`config.mk`:
```
export PLATFORM = sky130hd
export DESIGN_NAME = ksel_cell
export DESIGN_NICKNAME = d
export VERILOG_FILES = /design/src/rtl/ksel_pkg.sv /design/src/rtl/ksel_cell.sv
export SDC_FILE = /design/constraint.sdc
export NUM_CORES = 1
export LEC_CHECK = 0
export ABC_AREA = 1
export CAP_MARGIN = 30
export CELL_PAD_IN_SITES_DETAIL_PLACEMENT = 1
export CELL_PAD_IN_SITES_GLOBAL_PLACEMENT = 2
export CORE_ASPECT_RATIO = 0.5
export CORE_MARGIN = 2
export CORE_UTILIZATION = 39
export DETAILED_ROUTE_END_ITERATION = 6
export DONT_BUFFER_PORTS = 1
export PLACE_DENSITY = 0.95
export SETUP_SLACK_MARGIN = 0.15
export SLEW_MARGIN = 5
export SYNTH_ARGS = -nofsm -noshare
export SYNTH_HDL_FRONTEND = slang
export SYNTH_SLANG_ARGS = --single-unit
```
`constraint.sdc`:
```
create_clock -name clock -period 12.6 [get_ports clock]
set_clock_uncertainty 0.2 [all_clocks]
set_input_delay 2.52 -clock clock [delete_from_list [all_inputs] [get_ports clock]]
set_output_delay 2.52 -clock clock [all_outputs]
set_load 0.01 [all_outputs]
```
`src/rtl/ksel_pkg.sv`:
```
// Shared types, constants and codes for the k-smallest selector.
`timescale 1ns / 1ps
`default_nettype none

package ksel_pkg;

   localparam int CAPACITY_DEF = 32;
   localparam int DATA_W       = 64;
   localparam int CSR_W        = 6;

   localparam logic [CSR_W-1:0] KEEP_RESET = 6'd32;

   localparam logic OP_OFFER = 1'b0;
   localparam logic OP_DRAIN = 1'b1;

   typedef struct packed {
      logic                     opcode;
      logic signed [DATA_W-1:0] sample_value;
   } req_type;

   typedef struct packed {
      logic signed [DATA_W-1:0] kept_value;
      logic                     last_flag;
      logic                     empty_flag;
   } rsp_type;

   // Per-cycle command broadcast to every cell of the sorted row.
   typedef struct packed {
      logic insert;
      logic shift;
   } cell_ctrl_type;

   typedef enum logic [1:0] {
      ST_IDLE,
      ST_DRAIN,
      ST_EMPTY
   } state_type;

endpackage

`default_nettype wire

```
`src/rtl/ksel_cell.sv`:
```
// One cell of the sorted row: holds one kept value and trades with its neighbors.
`timescale 1ns / 1ps
`default_nettype none

module ksel_cell (
   input  wire logic                              clock,
   input  wire ksel_pkg::cell_ctrl_type           ctrl,
   input  wire logic signed [ksel_pkg::DATA_W-1:0] key,
   input  wire logic signed [ksel_pkg::DATA_W-1:0] left_value,
   input  wire logic                              left_lt,
   input  wire logic signed [ksel_pkg::DATA_W-1:0] right_value,
   input  wire logic                              cell_valid,
   output logic signed [ksel_pkg::DATA_W-1:0]      value,
   output logic                                   lt
);
   import ksel_pkg::*;

   logic signed [DATA_W-1:0] value_ff;
   logic signed [DATA_W-1:0] value_in;

   // An empty cell counts as larger than any key, so the valid prefix stays sorted.
   assign lt    = !cell_valid || (key < value_ff);
   assign value = value_ff;

   always_comb begin
      value_in = value_ff;
      if (ctrl.insert && lt) begin
         // The key lands in the first cell it beats; cells after it shift right.
         value_in = left_lt ? left_value : key;
      end else if (ctrl.shift) begin
         value_in = right_value;
      end
   end

   always_ff @(posedge clock) begin
      value_ff <= value_in;
   end

endmodule

`default_nettype wire

```
Word-level counts from Yosys, hierarchy flattened
Index checks and enable logic that the tools add are counted.
- order comparisons: 1
- mux-type cells: 3
- reduce and logical (&&, ||, !) cells: 4
- operators with widths (kind ; number):
    $mux W64 ; 3
    $lt A64 B64 Y1 ; 1
    $reduce_bool A2 Y1 ; 1
    $logic_and A1 B1 Y1 ; 1
    $logic_not A1 Y1 ; 1
    $logic_or A1 B1 Y1 ; 1
- input bits: 197
- output and inout bits: 65
- register bits: 64

Longest topological paths before layout
- depth after elaboration: 4
- depth in mapped cells: 21
- mapped depth without buffers: 19

Worst setup path after synthesis
No wires, ideal clock.
- path kind: input to output
- start: input port key[37] in the netlist's numbering
- end: output port lt
- buffers on the path: 1
- arrival: 3.767 ns
- slack: 6.113 ns
- stages: 11
- path through: ha_1 -> a21oi_1 -> nor2_1 -> nor3_2 -> nand2_1 -> nand2_1 -> nand2_1 -> a21oi_1 -> nand3_1 -> nand3_2 -> buf_2
- word-level cells in the longest chain between the ends: 2
- RTL lines (what ; RTL line ; text):
    from (decl) ; ksel_cell.sv:8 ; input wire logic signed [ksel_pkg::DATA_W-1:0] key,
    $lt A64 B64 Y1 ; ksel_cell.sv:22 ; assign lt = !cell_valid || (key < value_ff);
    $logic_or A1 B1 Y1 ; ksel_cell.sv:22 ;
    to (decl) ; ksel_cell.sv:14 ; output logic lt
Every way passes these cells.

Worst setup path in the final report
- start: input port key[63] in the netlist's numbering
- end: output port lt
The elaborated chain is that of the path after synthesis.

==> flow_metrics.env <==
export IMPL_final_common_cell="nand2_1"
export IMPL_setup_worst_path_start_class="primary input"
export IMPL_period_needed_ps=6600
export IMPL_yosysWarningCount=0
export IMPL_power_density_nw_per_um2=128
export IMPL_critPathMaxStageDelay_ps=320
export IMPL_yosysUniqueCellTypes=23
export IMPL_coreArea_sq_um=13600
export IMPL_yosys_register_bits=64
export IMPL_start_util_pct=40.1
export IMPL_slew_headroom_pct=49.4
export IMPL_dpl_hpwl_um=11400
export IMPL_synth_seq_area_share_pct=35.2
export IMPL_crit_type="primary input to primary output"
export IMPL_gp_congestion=0.786
export IMPL_firstDrtPassIters=4
export IMPL_power_total_w=0.000740
export IMPL_setup_tns_ps=0
export IMPL_finalMaxSlewViolations=0
export IMPL_drv_cap=0
export IMPL_antenna_found_initial=0
export IMPL_crit_fanout=4
export IMPL_mostFrequentLayoutCells="nand2_1 (134), inv_1 (79), nand3_1 (72)"
export IMPL_dp_cells=789
export IMPL_die_w_um=171
export IMPL_syn_nets=883
export IMPL_via_per_inst=5.29
export IMPL_die_h_um=87.7
export IMPL_stdcell_count=803
export IMPL_hold_viol=0
export IMPL_drc_errors=0
export IMPL_largest_reg_flops=64
export IMPL_syn_instance_count=623
export IMPL_cts_max_level=3
export IMPL_leakage_nw=2.77
export IMPL_clk_latency_ps=320
export IMPL_tightest_slew_ps=758
export IMPL_cts_hold_buffers=0
export IMPL_ios=262
export IMPL_cts_sinks=64
export IMPL_fmax_ghz=0.152
export IMPL_grt_pass1_wl_um=22700
export IMPL_ir_drop_uv=49.2
export IMPL_endpoint_kind="primary output"
export IMPL_finalSetupViolCount=0
export IMPL_syn_area_sq_um=5460
export IMPL_cts_tree="built"
export IMPL_cts_root_buf="clkbuf_16"
export IMPL_numCtsBuffers=9
export IMPL_ant_nets=0
export IMPL_path_cells="ha_1 -> a21oi_1 -> o21ai_0 -> a21oi_1 -> nand2_1 -> a21oi_1 -> nand2_1 -> nand2_1 -> nand3_2"
export IMPL_layout_drive_gt1_share_pct=21.1
export IMPL_port_buffers=0
export IMPL_grt_total_usage_pct=19.7
export IMPL_fp_row_count=30
export IMPL_area_growth_pct=5.98
export IMPL_final_nets=869
export IMPL_vias=4248
export IMPL_die_area_sq_um=15000
export IMPL_num_antenna_cells=0
export IMPL_grt_max_degree=66
export IMPL_cts_setup_buffers=0
export IMPL_arrival_ps=3880
export IMPL_drt_initial_drc_count=132
export IMPL_totalWireLength_um=15000
export IMPL_grt_pass1_vias=4519
export IMPL_clk_path_buf_depth=2
export IMPL_nFillCells=1633
export IMPL_grt_overflow=0
export IMPL_cts_resized_gates=0
export IMPL_syn_avg_cell_area_sq_um=8.77
export IMPL_layout_setup_ws_ps=6000
export IMPL_wire_per_inst_um=18.7
export IMPL_clk_pin_slew_ps=50
export IMPL_period_share_pct=52.4
export IMPL_crit_required_ps=9880
export IMPL_cp_slowest_cell="ha_1"
export IMPL_rsz0062_at_grt="false"
export IMPL_hp_class="flip-flop to flip-flop"
export IMPL_outcome="finished clean"
export IMPL_pre_cts_slack_ps=5950
[worst max-delay path, delay by kind of cell]
family                     cells  cell delay (ps)
AOI/OAI and AO/OA              4              660
adders and majority gates      1              320
and+or+nand+nor                4              370
[kinds of logic after synthesis]
kind of cell    synth area share (%)
fa+ha+maj                       14.4
flops                           35.2
buf+inv                         9.48
simple gates                    24.2
compound gates                  3.71
mux                             13.0
[report_power, final]
part           leakage, nW  total [W]  switching, W  internal (W)
clock                0.117   0.000214     0.0000868      0.000127
sequential           0.655   0.000324     0.0000420      0.000282
combinational         2.00   0.000202      0.000121     0.0000814
total                 2.77   0.000740      0.000249      0.000491
[Yosys cell counts (all sizes together)]
master / n / area, sq um
nor3b: 1 / 7.51
nor2: 19 / 73.8
a21oi: 29 / 145
nand2: 185 / 820
inv: 79 / 297
buf: 14 / 169
a21o: 1 / 7.51
nand3: 73 / 370
nand4: 5 / 31.3
mux2: 63 / 709
ha: 63 / 788
nor3: 3 / 20.0
o21ai: 10 / 50.0
edfxtp: 64 / 1920
clkbuf: 14 / 52.6
[metrics by stage]
step	utilization, %	hold WS [ps]	cell area (sq um)
floorplan	-	985	5460
global placement	40.4	1540	5500
detailed placement	40.5	1600	5520
CTS	42.3	1600	5760
global route	42.5	1680	5790
finish	42.5	1580	5790
[metal layers]
metal  GRT usage, %  vias up  routed length, um
li1               -     2067                  -
met1           21.6     2033               6180
met2           37.3      132               7610
met3           6.06       16               1010
met4           5.47        0                202
met5              0        -                  0
[final timing paths]
kind	start	to	slack (ps)	cells after the start
min	value[63]$_DFFE_PP_	value[3]$_DFFE_PP_	1580	8
max	key[63]	lt	6000	9
min reg2reg	value[63]$_DFFE_PP_	value[3]$_DFFE_PP_	1580	8
max reg2reg	value[63]$_DFFE_PP_	value[16]$_DFFE_PP_	8310	16
[layout make-up]
class | instances | area, sq um | share of cell area [%]
flip-flops and latches | 64 | 1920 | 33.2
repair buffers | 3 | 55.1 | 0.951
multi-input cells | 452 | 3040 | 52.4
inverters | 79 | 297 | 5.12
well taps | 192 | 240 | 4.15
clock inverters | 4 | 15.0 | 0.259
clock buffers | 9 | 225 | 3.89
Note: power is estimated with default switching activity, not from simulation.
